File: src/rtl/pdst_pkg.sv
`timescale 1ns / 1ps
`default_nettype none
// ----------------------------------------------------------------------------
// pdst_pkg
// Shared types, widths and reset values for the proximity dwell spray trigger.
// ----------------------------------------------------------------------------
package pdst_pkg;

    localparam int DIST_W     = 10;
    localparam int THR_W      = 7;
    localparam int TIME_W     = 16;
    localparam int SUM_W      = 16;
    localparam int CNT_W      = 6;
    localparam int CFG_IDX_W  = 2;
    localparam int CFG_DATA_W = 16;

    localparam int CAL_SAMPLES_DEF = 30;

    // Register indexes on the configuration port
    localparam logic [CFG_IDX_W-1:0] REG_THRESHOLD = 2'd0;
    localparam logic [CFG_IDX_W-1:0] REG_DWELL     = 2'd1;
    localparam logic [CFG_IDX_W-1:0] REG_INTERVAL  = 2'd2;
    localparam logic [CFG_IDX_W-1:0] REG_COOLDOWN  = 2'd3;

    localparam logic [THR_W-1:0]  THRESHOLD_RST = 7'd90;
    localparam logic [TIME_W-1:0] DWELL_RST     = 16'd2000;
    localparam logic [TIME_W-1:0] INTERVAL_RST  = 16'd200;
    localparam logic [TIME_W-1:0] COOLDOWN_RST  = 16'd10000;

    typedef struct packed {
        logic [THR_W-1:0]  threshold_percent;
        logic [TIME_W-1:0] dwell_ms;
        logic [TIME_W-1:0] read_interval_ms;
        logic [TIME_W-1:0] cooldown_ms;
    } pdst_cfg_t;

    typedef struct packed {
        logic              motor_run;
        logic              presence_led;
        logic              calibrating;
        logic [DIST_W-1:0] reference_distance;
    } pdst_result_t;

    function automatic logic [TIME_W-1:0] sat_inc(input logic [TIME_W-1:0] v);
        sat_inc = (v == '1) ? v : v + TIME_W'(1);
    endfunction

endpackage : pdst_pkg
`default_nettype wire

File: src/rtl/pdst_engine.sv
`timescale 1ns / 1ps
`default_nettype none
// ----------------------------------------------------------------------------
// pdst_engine
// Tick state: calibration, dwell tracking and spray sequencing. Advances one
// tick on step and presents that tick's result combinationally.
// ----------------------------------------------------------------------------
module pdst_engine #(
    parameter int CAL_SAMPLES = pdst_pkg::CAL_SAMPLES_DEF
) (
    input  wire logic                      clk,
    input  wire logic                      rst_n,
    input  wire logic                      step,
    input  wire logic [pdst_pkg::DIST_W-1:0] distance,
    input  wire logic                      switch_level,
    input  wire pdst_pkg::pdst_cfg_t       cfg,
    output pdst_pkg::pdst_result_t         result
);
    import pdst_pkg::*;

    typedef enum logic [1:0] {
        PH_CAL,
        PH_WATCH,
        PH_SPRAY
    } phase_t;

    // Exact divide of a 16-bit sum by CAL_SAMPLES: ceil(2^22 / d) reciprocal,
    // exact for any dividend below 2^16 while d stays below 64.
    localparam int RECIP_SHIFT = SUM_W + CNT_W;
    localparam int RECIP_W     = RECIP_SHIFT + 1;
    localparam int PROD_W      = SUM_W + RECIP_W;
    localparam logic [RECIP_W-1:0] RECIP =
        RECIP_W'(((64'd1 << RECIP_SHIFT) + 64'(CAL_SAMPLES) - 64'd1) / 64'(CAL_SAMPLES));
    localparam logic [CNT_W-1:0] CAL_TARGET = CNT_W'(CAL_SAMPLES);
    localparam int PRES_W = DIST_W + THR_W;

    phase_t            phase_reg, phase_next;
    logic [CNT_W-1:0]  count_reg, count_next;
    logic [SUM_W-1:0]  sum_reg, sum_next;
    logic [DIST_W-1:0] ref_reg, ref_next;
    logic [TIME_W-1:0] read_el_reg, read_el_next;
    logic [TIME_W-1:0] cool_el_reg, cool_el_next;
    logic              dwell_on_reg, dwell_on_next;
    logic [TIME_W-1:0] dwell_el_reg, dwell_el_next;
    logic              sw_high_reg, sw_high_next;

    logic              read_due;
    logic              cool_over;
    logic              dist_nz;
    logic              presence;
    logic [SUM_W-1:0]  sum_add;
    logic [PROD_W-1:0] quot_prod;
    logic [PRES_W-1:0] dist_scaled;
    logic [PRES_W-1:0] ref_scaled;

    assign read_due    = read_el_reg >= cfg.read_interval_ms;
    assign cool_over   = cool_el_reg >= cfg.cooldown_ms;
    assign dist_nz     = distance != '0;
    assign dist_scaled = PRES_W'(distance) * PRES_W'(100);
    assign ref_scaled  = PRES_W'(ref_reg) * PRES_W'(cfg.threshold_percent);
    assign presence    = dist_nz && (dist_scaled < ref_scaled);
    assign sum_add     = sum_reg + SUM_W'(distance);
    assign quot_prod   = PROD_W'(sum_add) * PROD_W'(RECIP);

    always_comb
    begin
        phase_next    = phase_reg;
        count_next    = count_reg;
        sum_next      = sum_reg;
        ref_next      = ref_reg;
        read_el_next  = sat_inc(read_el_reg);
        cool_el_next  = sat_inc(cool_el_reg);
        dwell_on_next = dwell_on_reg;
        dwell_el_next = dwell_on_reg ? sat_inc(dwell_el_reg) : dwell_el_reg;
        sw_high_next  = sw_high_reg;

        case (phase_reg)
            PH_CAL:
            begin
                // Calibration ignores the cooldown; a zero read still uses the slot
                if (read_due)
                begin
                    read_el_next = '0;
                    if (dist_nz)
                    begin
                        sum_next   = sum_add;
                        count_next = count_reg + CNT_W'(1);
                        if (count_next >= CAL_TARGET)
                        begin
                            ref_next   = quot_prod[RECIP_SHIFT +: DIST_W];
                            phase_next = PH_WATCH;
                        end
                    end
                end
            end
            PH_WATCH:
            begin
                if (read_due && cool_over)
                begin
                    read_el_next = '0;
                    if (presence)
                    begin
                        if (!dwell_on_reg)
                        begin
                            dwell_on_next = 1'b1;
                            dwell_el_next = '0;
                        end
                        else if (dwell_el_next >= cfg.dwell_ms)
                        begin
                            phase_next = PH_SPRAY;
                        end
                    end
                    else
                    begin
                        dwell_on_next = 1'b0;
                        dwell_el_next = '0;
                    end
                end
            end
            PH_SPRAY:
            begin
                // Spray ends once the switch has gone high and then low
                if (!sw_high_reg && switch_level)
                begin
                    sw_high_next = 1'b1;
                end
                else if (sw_high_reg && !switch_level)
                begin
                    sw_high_next  = 1'b0;
                    cool_el_next  = '0;
                    dwell_on_next = 1'b0;
                    dwell_el_next = '0;
                    phase_next    = PH_WATCH;
                end
            end
            default:
            begin
                phase_next = PH_CAL;
            end
        endcase
    end

    assign result.motor_run          = phase_reg == PH_SPRAY;
    assign result.presence_led       = dwell_on_next;
    assign result.calibrating        = phase_next == PH_CAL;
    assign result.reference_distance = ref_next;

    always_ff @(posedge clk or negedge rst_n)
    begin
        if (!rst_n)
        begin
            phase_reg    <= PH_CAL;
            count_reg    <= '0;
            sum_reg      <= '0;
            ref_reg      <= '0;
            read_el_reg  <= '0;
            cool_el_reg  <= '0;
            dwell_on_reg <= 1'b0;
            dwell_el_reg <= '0;
            sw_high_reg  <= 1'b0;
        end
        else if (step)
        begin
            phase_reg    <= phase_next;
            count_reg    <= count_next;
            sum_reg      <= sum_next;
            ref_reg      <= ref_next;
            read_el_reg  <= read_el_next;
            cool_el_reg  <= cool_el_next;
            dwell_on_reg <= dwell_on_next;
            dwell_el_reg <= dwell_el_next;
            sw_high_reg  <= sw_high_next;
        end
    end

endmodule : pdst_engine
`default_nettype wire

File: src/rtl/proximity_dwell_spray_trigger_core.sv
`timescale 1ns / 1ps
`default_nettype none
// ----------------------------------------------------------------------------
// proximity_dwell_spray_trigger_core
// Millisecond-tick presence detector that calibrates a reference distance,
// tracks a dwell and drives the spray motor until the cap switch cycles.
// ----------------------------------------------------------------------------
// Each input transaction is one millisecond tick and yields exactly one result
// transaction. The block takes a tick every clock cycle while the result stage
// drains; a tick's result passes through the input register, then the result
// register, and while a result waits for out_ready the input side accepts a
// tick only into an empty input register. Configuration writes (index 0 threshold
// percent, 1 dwell, 2 read interval, 3 cooldown; low bits kept) are always
// accepted and must only be issued while the block is idle.
module proximity_dwell_spray_trigger_core #(
    parameter int CAL_SAMPLES = pdst_pkg::CAL_SAMPLES_DEF
) (
    input  wire logic                            clk,
    input  wire logic                            rst_n,
    input  wire logic                            in_valid,
    output logic                                 in_ready,
    input  wire logic [pdst_pkg::DIST_W-1:0]     distance,
    input  wire logic                            switch_level,
    output logic                                 out_valid,
    input  wire logic                            out_ready,
    output logic                                 motor_run,
    output logic                                 presence_led,
    output logic                                 calibrating,
    output logic [pdst_pkg::DIST_W-1:0]          reference_distance,
    input  wire logic                            cfg_valid,
    output logic                                 cfg_ready,
    input  wire logic [pdst_pkg::CFG_IDX_W-1:0]  cfg_index,
    input  wire logic [pdst_pkg::CFG_DATA_W-1:0] cfg_data
);
    import pdst_pkg::*;

    pdst_cfg_t         cfg_reg;
    logic              in_valid_reg;
    logic [DIST_W-1:0] dist_reg;
    logic              sw_reg;
    logic              out_valid_reg;
    pdst_result_t      result_reg;
    pdst_result_t      result_next;
    logic              advance;

    assign cfg_ready = 1'b1;
    assign advance   = in_valid_reg && (!out_valid_reg || out_ready);
    assign in_ready  = !in_valid_reg || advance;

    always_ff @(posedge clk or negedge rst_n)
    begin
        if (!rst_n)
        begin
            cfg_reg.threshold_percent <= THRESHOLD_RST;
            cfg_reg.dwell_ms          <= DWELL_RST;
            cfg_reg.read_interval_ms  <= INTERVAL_RST;
            cfg_reg.cooldown_ms       <= COOLDOWN_RST;
        end
        else if (cfg_valid)
        begin
            case (cfg_index)
                REG_THRESHOLD: cfg_reg.threshold_percent <= cfg_data[THR_W-1:0];
                REG_DWELL:     cfg_reg.dwell_ms          <= cfg_data[TIME_W-1:0];
                REG_INTERVAL:  cfg_reg.read_interval_ms  <= cfg_data[TIME_W-1:0];
                REG_COOLDOWN:  cfg_reg.cooldown_ms       <= cfg_data[TIME_W-1:0];
                default:       cfg_reg                   <= cfg_reg;
            endcase
        end
    end

    // Input stage
    always_ff @(posedge clk or negedge rst_n)
    begin
        if (!rst_n)
        begin
            in_valid_reg <= 1'b0;
        end
        else if (in_ready)
        begin
            in_valid_reg <= in_valid;
        end
    end

    always_ff @(posedge clk)
    begin
        if (in_valid && in_ready)
        begin
            dist_reg <= distance;
            sw_reg   <= switch_level;
        end
    end

    pdst_engine #(
        .CAL_SAMPLES (CAL_SAMPLES)
    ) u_engine (
        .clk          (clk),
        .rst_n        (rst_n),
        .step         (advance),
        .distance     (dist_reg),
        .switch_level (sw_reg),
        .cfg          (cfg_reg),
        .result       (result_next)
    );

    // Result stage
    always_ff @(posedge clk or negedge rst_n)
    begin
        if (!rst_n)
        begin
            out_valid_reg <= 1'b0;
        end
        else if (advance)
        begin
            out_valid_reg <= 1'b1;
        end
        else if (out_ready)
        begin
            out_valid_reg <= 1'b0;
        end
    end

    always_ff @(posedge clk)
    begin
        if (advance)
        begin
            result_reg <= result_next;
        end
    end

    assign out_valid          = out_valid_reg;
    assign motor_run          = result_reg.motor_run;
    assign presence_led       = result_reg.presence_led;
    assign calibrating        = result_reg.calibrating;
    assign reference_distance = result_reg.reference_distance;

endmodule : proximity_dwell_spray_trigger_core
`default_nettype wire
File: config.mk
export PLATFORM = sky130hd
export DESIGN_NAME = proximity_dwell_spray_trigger_core
export DESIGN_NICKNAME = d
export VERILOG_FILES = /design/src/rtl/pdst_pkg.sv /design/src/rtl/pdst_engine.sv /design/src/rtl/proximity_dwell_spray_trigger_core.sv
export SDC_FILE = /design/constraint.sdc
export NUM_CORES = 1
export LEC_CHECK = 0
export BUFFER_PORTS_ARGS = -buffer_cell sky130_fd_sc_hd__buf_4
export CORE_MARGIN = 3
export CORE_UTILIZATION = 60
export DETAILED_ROUTE_END_ITERATION = 8
export GPL_TIMING_DRIVEN = 0
export MAX_ROUTING_LAYER = met4
export PLACE_DENSITY = 0.77
export SETUP_SLACK_MARGIN = 0.3
export SLEW_MARGIN = 10
export SYNTH_ARGS = -nofsm -noshare
export SYNTH_HDL_FRONTEND = slang
export SYNTH_SLANG_ARGS = --single-unit
File: constraint.sdc
create_clock -name clk -period 7.5 [get_ports clk]
set_input_delay 0.75 -clock clk [delete_from_list [all_inputs] [get_ports clk]]
set_output_delay 0.75 -clock clk [all_outputs]
set_load 0.05 [all_outputs]
[Word level (Yosys, flattened, before mapping)]
Cells that the tools add are included.
Word-level totals
  register bits: 165
  input port bits: 34
  output and inout bits: 16
  logic and storage cells: 105
Cells by class
  add/subtract/negate cells: 5
  multipliers: 3
  order comparisons: 5
  equal/unequal tests: 8
  muxes and demuxes: 39
  reduce and logical (&&, ||, !) cells: 24
Operators with widths (count)
  2-to-1 mux 16 bit: 14
  one-hot mux 16 bit (2 select lines): 2
  adder 16 x 1 -> 16 bit, second input constant: 3
  equality test 16 bit, second input constant: 3
  >= comparator 16 bit: 3
  2-to-1 mux 10 bit: 4
  multiplier 16 x 18 -> 32 bit, second input constant: 1
  2-to-1 mux 2 bit: 9
  less-than comparator 17 bit: 1
  multiplier 10 x 7 -> 17 bit: 1
  adder 16 x 10 -> 16 bit: 1
  multiplier 10 x 5 -> 15 bit, second input constant: 1
  nonzero test 10 bit: 1
  2-to-1 mux 1 bit: 8
  AND reduction 2 bit: 4
  adder 6 x 1 -> 6 bit, second input constant: 1
  equality test 2 bit, second input constant: 3
  >= comparator 6 x 5 -> 1 bit, second input constant: 1
  logical AND 1 bit: 6
  zero test 2 bit: 3
  one-hot mux 2 bit (3 select lines): 1
  equality test 2 x 1 -> 1 bit, second input constant: 2
  zero test 1 bit: 4
  AND reduction 4 bit: 1
  other kinds (4): 6

[Depth between registers and ports, before layout]
Gate-level depths: netlist of the first run.
  depth in word-level cells: 10
  depth in mapped cells: 30
  mapped depth without buffers: 30

[Hierarchy]
Synthesis of the first run repeated with hierarchy kept, for this count alone.
Second synthesis, totals
  cell total of the unflattened synthesis: 1582
  area, all modules: 15650.0 µm²
Modules (own cells, without submodules)
  pdst_engine: times used 1, cells each 1431, area each 12738.5 µm², sequential area each 2102.0 µm²
  proximity_dwell_spray_trigger_core: times used 1, cells each 151, area each 2911.5 µm², sequential area each 2169.6 µm²

[Worst setup path before layout of the first run]
Ideal clock, no wire load.
  path type: reg2reg
  from: register dist_reg[0]
  to: register result_reg (netlist bit reference_distance[8]), data pin
  setup time: 260 ps
  data arrival time: 6560 ps
  required time: 7240 ps
  slack: 680 ps
  stages on the path, launching flop included: 26
  buffers on the path: 0
  period minus slack after synthesis: 6820 ps
  cells stage by stage: edfxtp_1 > ha_1 > inv_1 > fa_1 > nor2b_1 > o31a_1 > nand2b_1 > a221o_1 > nor2b_1 > xnor2_2 > ha_1 > fa_1 > fa_1 > fa_1 > fa_1 > inv_1 > fa_1 > ha_1 > a21o_1 > a21oi_1 > a31oi_1 > o311ai_4 > o22ai_2 > a311o_1 > xor2_1 > mux2_2
RTL lines
  from (decl): line proximity_dwell_spray_trigger_core.sv:39  | logic [DIST_W-1:0] dist_reg;
  from (signal assigned): line proximity_dwell_spray_trigger_core.sv:88  | dist_reg <= distance;
  to (signal assigned): line proximity_dwell_spray_trigger_core.sv:126  | result_reg <= result_next;
  to (decl): line proximity_dwell_spray_trigger_core.sv:42  | pdst_result_t result_reg;

==> results of run 1 <==
[per-stage QoR]
| step | setup TNS (ns) | power (W) |
|---|---|---|
| 6_report | 0 | 0.00319 |
| 5_1_grt | 0 | 0.00343 |
| 4_1_cts | 0 | 0.00317 |
| 3_5_place_dp | -0.106 | 0.00225 |
| 3_3_place_gp | -0.0269 | 0.00219 |
| 2_1_floorplan | 0 | 0.00194 |
[worst max-delay path, stage by stage (launching register included)]
cell and delay, ns:
edfxtp_1 0.39, ha_1 0.23, inv_1 0.08, fa_2 0.20, nor2b_1 0.06, o31a_1 0.32, nand2b_1 0.17, a221o_1 0.41
nor2b_2 0.21, xnor2_2 0.24, ha_1 0.29, fa_1 0.41, fa_2 0.36, fa_1 0.51, fa_2 0.59, inv_1 0.05
ha_1 0.28, ha_1 0.29, nand4_1 0.18, a31o_2 0.30, a31oi_2 0.24, o311ai_4 0.16, o22ai_4 0.25, a311o_1 0.21
xor2_1 0.07, mux2_2 0.29
[per-layer routing]
layer	vias to the layer above	routed length (um)	GRT usage
li1	5449	-	-
met1	5449	14200	0.304
met2	170	16700	0.441
met3	69	823	0.0319
met4	0	1030	0.0796
met5	-	0	-
[cells by family (layout without fill, tap and decap cells)]
group,count (synthesis),count (layout),synth area share
AND/OR/NAND/NOR,360,360,0.116
adder cells (fa/ha/maj),347,347,0.321
buffers and inverters,272,366,0.0669
AO/OA/AOI/OAI,231,231,0.102
flip-flops,165,165,0.279
XOR/XNOR,88,88,0.0513
multiplexers,87,87,0.0637
other,1,1,0.000245
[cells in the mapped netlist (all sizes together), types with 3 or more instances]
cell type  number  area [um2]
or2             3        18.8
and4            3        26.3
o31ai           9        67.6
o21bai          6        45.0
a211o           6        52.6
o21ai          43         223
and2           54         338
a41oi           6        52.6
xor2           36         315
buf             4        20.0
a2bb2oi         3        26.3
a221oi          3        32.5
a21boi          3        22.5
nand3          38         190
a31o           10        87.6
and3            7        43.8
dfrtp         123        3080
a211oi          4        30.0
clkbuf         26        97.6
nand2b         14        87.6
xnor2          52         470
nand4          21         131
fa             77        1540
nand3b          5        37.5
inv           242         908
a221o           3        30.0
or3             6        37.5
mux2           85         957
nor4            4        25.0
nor2           72         270
nor3           18        95.1
a21oi          66         330
a2111oi         5        62.6
a31oi          12        75.1
o21a            6        45.0
o211ai          7        52.6
nand2         100         375
nor2b          10        62.6
ha            269        3370
edfxtp         24         721
dfstp          18         473
a21o           25         188
[worst max-delay path by stage]
stage                      startpoint                    end  slack, ns  depth (start not counted)
after floorplan           dist_reg[0]  reference_distance[8]       0.68                         25
final                     dist_reg[0]  reference_distance[8]       0.46                         25
after global routing      dist_reg[1]  reference_distance[8]       0.23                         27
after detailed placement  dist_reg[0]  reference_distance[8]      -0.11                         27
after global placement    dist_reg[0]  reference_distance[8]      -0.03                         27
after CTS                 dist_reg[1]  reference_distance[8]       0.26                         27
[what timing repair did]
item / CTS / global route
buffers inserted: 8 / 5
setup endpoints to repair: 14 / 21
resized for setup: 8 / 38
pin swaps: 2 / 16
[where the power goes]
group	internal, W	leakage, nW	switching [W]	total [W]
clock network	0.000494	0.302	0.000407	0.000901
logic	0.000502	6.49	0.000668	0.00117
registers	0.00103	2.04	0.0000912	0.00112
[cell type report]
class / instances / area (um2) / area share
flip-flops and latches: 165 / 4270 / 0.250
repair buffers: 62 / 493 / 0.0289
clock buffers: 18 / 450 / 0.0264
well taps: 324 / 405 / 0.0238
clock inverters: 14 / 148 / 0.00866
plain buffers: 30 / 126 / 0.00741
multi-input cells: 1114 / 10300 / 0.601
inverters: 242 / 908 / 0.0533
==> qor.txt, run 1 <==
Hold_buf cts: 0
Crit path capture type: flip-flop
Post-route cell area: 17,100 um2
# placed instances: 1,924
Via/cell ratio: 5.66
Vias in the first global route: 11.7k
Row count: 57
Placement Setup Slack: -0.106 ns
Final hold violations: 0
I/O Pins: 50
Post-DP Area: 16,100 um2
Power Density: 187 nW/um2
Root buf cell: clkbuf_16
Worst Setup Start Kind: flip-flop
GP Congestion: 0.861
Maximum VDD drop: 159 uV
Syn Std Cell Area: 15,300 um2
Status: completed
CTS Buf Count: 17
Synth warn: 0
Final setup fails: 0
Critical Path AT: 7.22 ns
Synth Flop Type: dfrtp_1
R2R Setup Slk: 0.46 ns
CTS max path bufs: 2
DP HPWL: 25,800 um
Hold slack final: 0.201 ns
# diodes: 0
Aggregate routed wire length: 32,800 um
Via Count: 11.1k
Crit Path Max Fanout: 5
Max Cap Viol: 0
# DRC: 0
Clock sinks: 165
IO Port Bufs: 48
H-tree depth: 4
RSZ-0062 raised after global routing: yes
Layout cell share with drive strength beyond 1: 0.157
Post-route ant nets: 0
Ys async rst share: 0.855
Clock Skews: 0.0114 ns
Fill cells: 1,854
Fin. max-slew vios: 0
GR Overflow Total: 0
Largest net degree at the start of global routing: 96
Max FFs per register: 55
WP data required: 7.68 ns
Tcrit/Tclk final: 0.939
Syn avg cell area: 9.88 um2
First-pass GRT wire length: 56,000 um
Leakage Power: 8.83 nW
RR Endpoint: reference_distance[8]
Slew at the pin closest to its max-slew limit: 1.12 ns
Crit Reg-Reg Startpoint: dist_reg[0]
Final critical-path required period: 7.04 ns
FF+latch count, synth: 165
Max Clock Freq: 142 MHz
Crit Path Category: flip-flop to flip-flop
Post-synth EDFFs: 24
Initial antenna violation count: 0
Max_slew headroom: 0.253
Setup WS post-layout: 0.456 ns
Worst-skew pair later-pin latency: 0.44 ns
Most frequent cells in the layout: 265 x ha_1, 240 x inv_1, 123 x dfrtp_1
Drt first pass iters: 5
Die height: 166 um
Starting density of the core: 0.619
Post-Syn Instances: 1,551
Worst-path clk slew: 0.07 ns
Die area: 27,500 um2
Netlist cell types: 71
Hold WC Path Type: primary input to asynchronous set/reset pin
Total track usage: 0.252
Core area: 24,700 um2
WL per Instance: 16.6 um
Cell Count, Final, Fillers Out: 1,969
Area delta synth->final: 11.2%
Finished Core Util: 0.689
Die width: 166 um
Sequential area share after synthesis: 0.279
R2R cell count: 25
Syn Nets: 1,931
Nets: 2,012
Leading cell type in the layout, fill and taps excluded: ha_1
CTS tree: built
Initial DRC count: 531
(Power assumes the default switching activity.)
==> run 2, diff against run 1 <==
Clock period 7.5 ns to 6.6 ns, I/O delays scaled along.
==> run 2 against run 1 <==
The run now ends with negative setup slack left. Sequential share of layout area shrank 1.5 points. Clock skew grew 0.0019 ns. Final area grew 6.3%. Total power grew 20%. Combinational power grew 34%. Register-to-register slack lost 0.57 ns. Fmax grew 4.9%. Die area is the same. Critical endpoint is now reference_distance[7]. Largest power group unchanged. Highest routed layer unchanged.
==> qor.txt, run 2 (synthesis gave the netlist of run 1 again) <==
Worst-path clk slew: 0.07 ns (about the same)
Crit Path Max Fanout: 4 (was 5)
Max Clock Freq: 149 MHz (was 142 MHz)
R2R cell count: 28 (was 25)
Aggregate routed wire length: 36,300 um (was 32,800 um)
Nets: 2,061 (was 2,012)
Hold WC Path Type: primary input to asynchronous set/reset pin (unchanged)
Die width: 166 um (unchanged)
Top delay family on crit path: adder cells (unchanged)
Initial antenna violation count: 0 (unchanged)
Total track usage: 0.269 (was 0.252)
Starting density of the core: 0.619 (unchanged)
Max FFs per register: 55 (unchanged)
CTS max path bufs: 2 (unchanged)
Crit path buffers/inverters: 3 (was 2)
First-pass GRT wire length: 59,500 um (was 56,000 um)
R2R Setup Slk: -0.12 ns (was 0.46 ns)
IO Port Bufs: 48 (unchanged)
Crit path capture type: flip-flop (unchanged)
Root buf cell: clkbuf_16 (unchanged)
Largest net degree at the start of global routing: 81 (was 96)
Die height: 166 um (unchanged)
Setup WS post-layout: -0.115 ns (was 0.456 ns)
Post-route ant nets: 0 (unchanged)
Drt first pass iters: 5 (unchanged)
WP data required: 6.80 ns (was 7.68 ns)
Placement Setup Slack: -0.570 ns (was -0.106 ns)
Worst Setup Start Kind: flip-flop (unchanged)
Layout cell share with drive strength beyond 1: 0.234 (was 0.157)
Critical Path AT: 6.91 ns (was 7.22 ns)
CTS Buf Count: 17 (unchanged)
Leakage Power: 9.16 nW (was 8.83 nW)
DP HPWL: 26,000 um (was 25,800 um)
Via/cell ratio: 5.74 (was 5.66)
Power Density: 211 nW/um2 (was 187 nW/um2)
Area delta synth->final: 18.3% (was 11.2%)
Pwr Total: 0.00383 W (was 0.00319 W)
Leading cell type in the layout, fill and taps excluded: ha_1 (unchanged)
Row count: 57 (unchanged)
Status: complete, but fails checks (was completed)
Met1 GRT Util: 0.330 (was 0.304)
Register Area: 4270 um2 (about the same)
Area of the multi-input gates: 10,900 um2 (was 10,300 um2)
Crit Reg-Reg Startpoint: dist_reg[1] (was dist_reg[0])
Tcrit/Tclk final: 1.02 (was 0.939)
Crit Path Category: flip-flop to flip-flop (unchanged)
RR Endpoint: reference_distance[7] (was reference_distance[8])
Failing checks: negative setup slack
Max Cap Viol: 0 (unchanged)
Slew at the pin closest to its max-slew limit: 1.18 ns (was 1.12 ns)
# DRC: 0 (unchanged)
Clock Skews: 0.0133 ns (was 0.0114 ns)
Gr busiest metal: met2 (unchanged)
Maximum VDD drop: 180 uV (was 159 uV)
GR Overflow Total: 0 (unchanged)
Vias in the first global route: 12.2k (was 11.7k)
Hold slack final: 0.138 ns (was 0.201 ns)
I/O Pins: 50 (unchanged)
Most frequent cells in the layout: 249 x ha_1, 230 x inv_1, 121 x dfrtp_1 (was 265 x ha_1, 240 x inv_1, 123 x dfrtp_1)
Core area: 24,700 um2 (unchanged)
WL per Instance: 18.0 um (was 16.6 um)
Via Count: 11.6k (was 11.1k)
Final critical-path required period: 6.72 ns (was 7.04 ns)
RSZ-0062 raised after global routing: yes (unchanged)
Clock sinks: 165 (unchanged)
Final hold violations: 0 (unchanged)
Critical-path top delay cell: fa_2 (unchanged)
Fin. max-slew vios: 0 (unchanged)
Worst-skew pair later-pin latency: 0.44 ns (about the same)
Final setup fails: 6 (was 0)
M2 GR Usage: 0.467 (was 0.441)
Max_slew headroom: 0.212 (was 0.253)
H-tree depth: 4 (unchanged)
GP Congestion: 0.866 (was 0.861)
Grt met3 use: 0.0338 (was 0.0319)
Hold_buf cts: 0 (unchanged)
CTS tree: built (unchanged)
Crit path largest cell delay: 0.55 ns (was 0.59 ns)
Finished Core Util: 0.733 (was 0.689)
Initial DRC count: 620 (was 531)
Fill cells: 1,688 (was 1,854)
Die area: 27,500 um2 (unchanged)
# diodes: 0 (unchanged)
## run 2: power by group
group | switching (W) | internal (W) | total, W
Clock | 0.000474 | 0.000504 | 0.000978
Combinational | 0.000853 | 0.000718 | 0.00157
Sequential | 0.000104 | 0.00117 | 0.00128
Total | 0.00143 | 0.00239 | 0.00383
## run 2: cell type report
class	instances	share of cell area
Inverter	242	0.0502
Sequential cell	165	0.236
Clock buffer	19	0.0244
Multi-Input combinational cell	1114	0.599
Clock inverter	13	0.00642
Tap cell	324	0.0224
Buffer	30	0.0107
Timing Repair Buffer	111	0.0507
## run 2: stage by stage
stage	TNS (ns)	instances	cell area, um2
after floorplan	0	1551	15400
after global placement	-5.73	1923	16200
after detailed placement	-10.83	1924	16200
after CTS	-0.0808	1999	17600
after global routing	-3.25	2018	18100
final	-0.492	2018	18100
## run 2: worst reg2reg max path, delay by kind of cell (launching register included)
| kind | cells | cell delay, ns |
|---|---|---|
| adder cells (fa/ha/maj) | 8 | 2.82 |
| buffers and inverters | 3 | 0.25 |
| AND/OR/NAND/NOR | 4 | 0.43 |
| XOR/XNOR | 2 | 0.31 |
| AO/OA/AOI/OAI | 10 | 1.96 |
| flip-flops | 1 | 0.44 |
| multiplexers | 1 | 0.27 |
## run 2: repair_timing
action | in CTS | in global routing
endpoints found under the hold margin | 0 | 0
resized for setup | 85 | 89
gates cloned | 0 | 1
setup buffers | 43 | 18
setup endpoints to repair | 41 | 41
pin swaps | 54 | 67
## run 2: worst max path at each step
stage | start | to | slack [ns] | cells past startpoint
after floorplan | dist_reg[0] | reference_distance[8] | 0.07 | 26
after global placement | dist_reg[0] | reference_distance[8] | -0.50 | 27
after detailed placement | cfg_reg[54] | u_engine.dwell_el_reg[10] | -0.57 | 27
after CTS | dist_reg[1] | reference_distance[8] | -0.06 | 25
after global routing | dist_reg[1] | u_engine.ref_reg[8] | -0.38 | 28
final | dist_reg[1] | reference_distance[7] | -0.12 | 28
## run 2: routing by layer
layer  share of wire  vias up
met5               0        -
met3           0.039       69
li1                -     5552
met1            0.42     5689
met2            0.51      265
met4           0.026        0
==> run 3, diff against run 2 <==
--- a/config.mk
+++ b/config.mk
@@ -14,3 +14,3 @@
 export PLACE_DENSITY = 0.77
-export SETUP_SLACK_MARGIN = 0.3
+export SETUP_SLACK_MARGIN = 0.2
 export SLEW_MARGIN = 10
--- a/constraint.sdc
+++ b/constraint.sdc
@@ -3,2 +3,2 @@
 set_output_delay 0.66 -clock clk [all_outputs]
-set_load 0.05 [all_outputs]
+set_load 0.005 [all_outputs]
==> run 3 against run 2 <==
The run still ends with negative setup slack left. Routed wire length decreased by 3.5%. Hold slack improved by 0.037 ns. First-iteration DRC count decreased by 9.5%. Utilization decreased by 1.2 points. Non-clock buffer count decreased by 19.
==> qor.txt, run 3 (synthesis gave the netlist of run 1 again) <==
Crit path largest cell delay: 0.57 ns (was 0.55 ns)
Row count: 57 (unchanged)
Max Cap Viol: 0 (unchanged)
Maximum VDD drop: 156 uV (was 180 uV)
Via/cell ratio: 5.74 (about the same)
Sw Pwr: 0.00137 W (was 0.00143 W)
Largest net degree at the start of global routing: 74 (was 81)
Critical-path top delay cell: fa_1 (was fa_2)
Die width: 166 um (unchanged)
GR Overflow Total: 0 (unchanged)
Max FFs per register: 55 (unchanged)
Drt first pass iters: 5 (unchanged)
Internal power: 0.00249 W (was 0.00239 W)
Crit path capture type: flip-flop (unchanged)
Layout cell share with drive strength beyond 1: 0.215 (was 0.234)
Flop pwr share: 0.329 (was 0.334)
Combinational share of power: 0.375 (was 0.411)
Max Clock Freq: 150 MHz (was 149 MHz)
# DRC: 0 (unchanged)
Aggregate routed wire length: 35,000 um (was 36,300 um)
Switching Share: 0.355 (was 0.374)
Final critical-path required period: 6.66 ns (was 6.72 ns)
Crit Path Category: flip-flop to flip-flop (unchanged)
Hold slack final: 0.174 ns (was 0.138 ns)
IO Port Bufs: 48 (unchanged)
Clk pwr share: 0.296 (was 0.256)
Fin. max-slew vios: 0 (unchanged)
CTS Buf Count: 17 (unchanged)
DP HPWL: 25,800 um (was 26,000 um)
Fill cells: 1,700 (was 1,688)
Slew at the pin closest to its max-slew limit: 0.965 ns (was 1.18 ns)
Most frequent cells in the layout: 253 x ha_1, 229 x inv_1, 121 x dfrtp_1 (was 249 x ha_1, 230 x inv_1, 121 x dfrtp_1)
Hold WC Path Type: primary input to asynchronous set/reset pin (unchanged)
First-pass GRT wire length: 58,600 um (was 59,500 um)
Root buf cell: clkbuf_16 (unchanged)
Clock Skews: 0.0102 ns (was 0.0133 ns)
RSZ-0062 raised after global routing: yes (unchanged)
Vias in the first global route: 12.2k (about the same)
CTS max path bufs: 2 (unchanged)
Total track usage: 0.265 (was 0.269)
Initial antenna violation count: 0 (unchanged)
Final hold violations: 0 (unchanged)
Setup WS post-layout: -0.0623 ns (was -0.115 ns)
Post-route ant nets: 0 (unchanged)
H-tree depth: 4 (unchanged)
Starting density of the core: 0.619 (unchanged)
Worst Setup Start Kind: flip-flop (unchanged)
Leading cell type in the layout, fill and taps excluded: ha_1 (unchanged)
Initial DRC count: 561 (was 620)
Die height: 166 um (unchanged)
Power Density: 217 nW/um2 (was 211 nW/um2)
Final setup fails: 3 (was 6)
Area delta synth->final: 16.3% (was 18.3%)
I/O Pins: 50 (unchanged)
Leakage Power: 9.05 nW (was 9.16 nW)
Worst-path clk slew: 0.08 ns (was 0.07 ns)
R2R cell count: 26 (was 28)
Die area: 27,500 um2 (unchanged)
Crit Path Max Fanout: 4 (unchanged)
Clock sinks: 165 (unchanged)
WP data required: 6.79 ns (was 6.80 ns)
WL per Instance: 17.5 um (was 18.0 um)
Worst-skew pair later-pin latency: 0.44 ns (about the same)
Status: complete, but fails checks (unchanged)
Core area: 24,700 um2 (unchanged)
Placement Setup Slack: -0.541 ns (was -0.570 ns)
Critical Path AT: 6.85 ns (was 6.91 ns)
Failing checks: negative setup slack (unchanged)
GP Congestion: 0.873 (was 0.866)
# diodes: 0 (unchanged)
Nets: 2,042 (was 2,061)
Max_slew headroom: 0.353 (was 0.212)
CTS tree: built (unchanged)
Tcrit/Tclk final: 1.01 (was 1.02)
Via Count: 11.5k (was 11.6k)
run 3: final cells by class:
cell class              instances  area (um2)  share of cell area
plain buffers                  30         178             0.00997
clock buffers                  18         439              0.0246
clock inverters                14         231              0.0130
inverters                     242         908              0.0510
multi-input cells            1114       10700               0.599
flip-flops and latches        165        4270               0.240
well taps                     324         405              0.0227
repair buffers                 92         721              0.0404
run 3: path summary, 6_finish.rpt:
kind                       slack [ns]                      end    startpoint
min in group clk                 0.40              dist_reg[9]   distance[9]
min reg2reg                      0.49                out_valid  in_valid_reg
max reg2reg                     -0.06    reference_distance[8]   dist_reg[0]
min                              0.17  u_engine.cool_el_reg[6]         rst_n
max in group asynchronous        5.62              cfg_reg[52]         rst_n
max                             -0.06    reference_distance[8]   dist_reg[0]
run 3: metrics by stage:
step	power [W]	area [um2]	cells	utilization	setup TNS [ns]
2_1_floorplan	0.00219	15400	1551	-	0
3_3_place_gp	0.00247	16200	1923	0.655	-5.77
3_5_place_dp	0.00254	16200	1924	0.657	-9.08
4_1_cts	0.00379	17500	1979	0.705	-0.0534
5_1_grt	0.00413	17800	1999	0.720	-2.67
6_report	0.00387	17800	1999	0.720	-0.129
run 3: what timing repair did:
| item | CTS | global route |
|---|---|---|
| resized for setup | 65 | 73 |
| endpoints found under the setup margin | 41 | 39 |
| gates cloned | 0 | 1 |
| buffers inserted | 23 | 19 |
| hold buffers | 0 | 0 |
| pin swaps | 33 | 48 |
run 3: layer usage:
metal  vias to the layer above  GRT usage  share of wire
met3                        76     0.0324          0.032
met4                         0     0.0911          0.032
met2                       220      0.455           0.50
li1                       5522          -              -
met5                         -          -              0
met1                      5657      0.325           0.43
run 3: worst max-delay path: cells and delay by family (launching register included):
kind,cells,cell delay [ns]
compound gates,8,1.69
xor+xnor,2,0.39
fa+ha+maj,8,3.04
buf+inv,4,0.21
flops,1,0.40
mux,1,0.28
simple gates,3,0.38
run 3: power groups by stage:
stage               registers [W]  clock network [W]  logic (W)
finish                    0.00127            0.00115    0.00145
global route              0.00129            0.00121    0.00164
CTS                       0.00127            0.00116    0.00136
detailed placement        0.00129                  0    0.00125
global placement          0.00128                  0    0.00119
floorplan                 0.00126                  0   0.000931
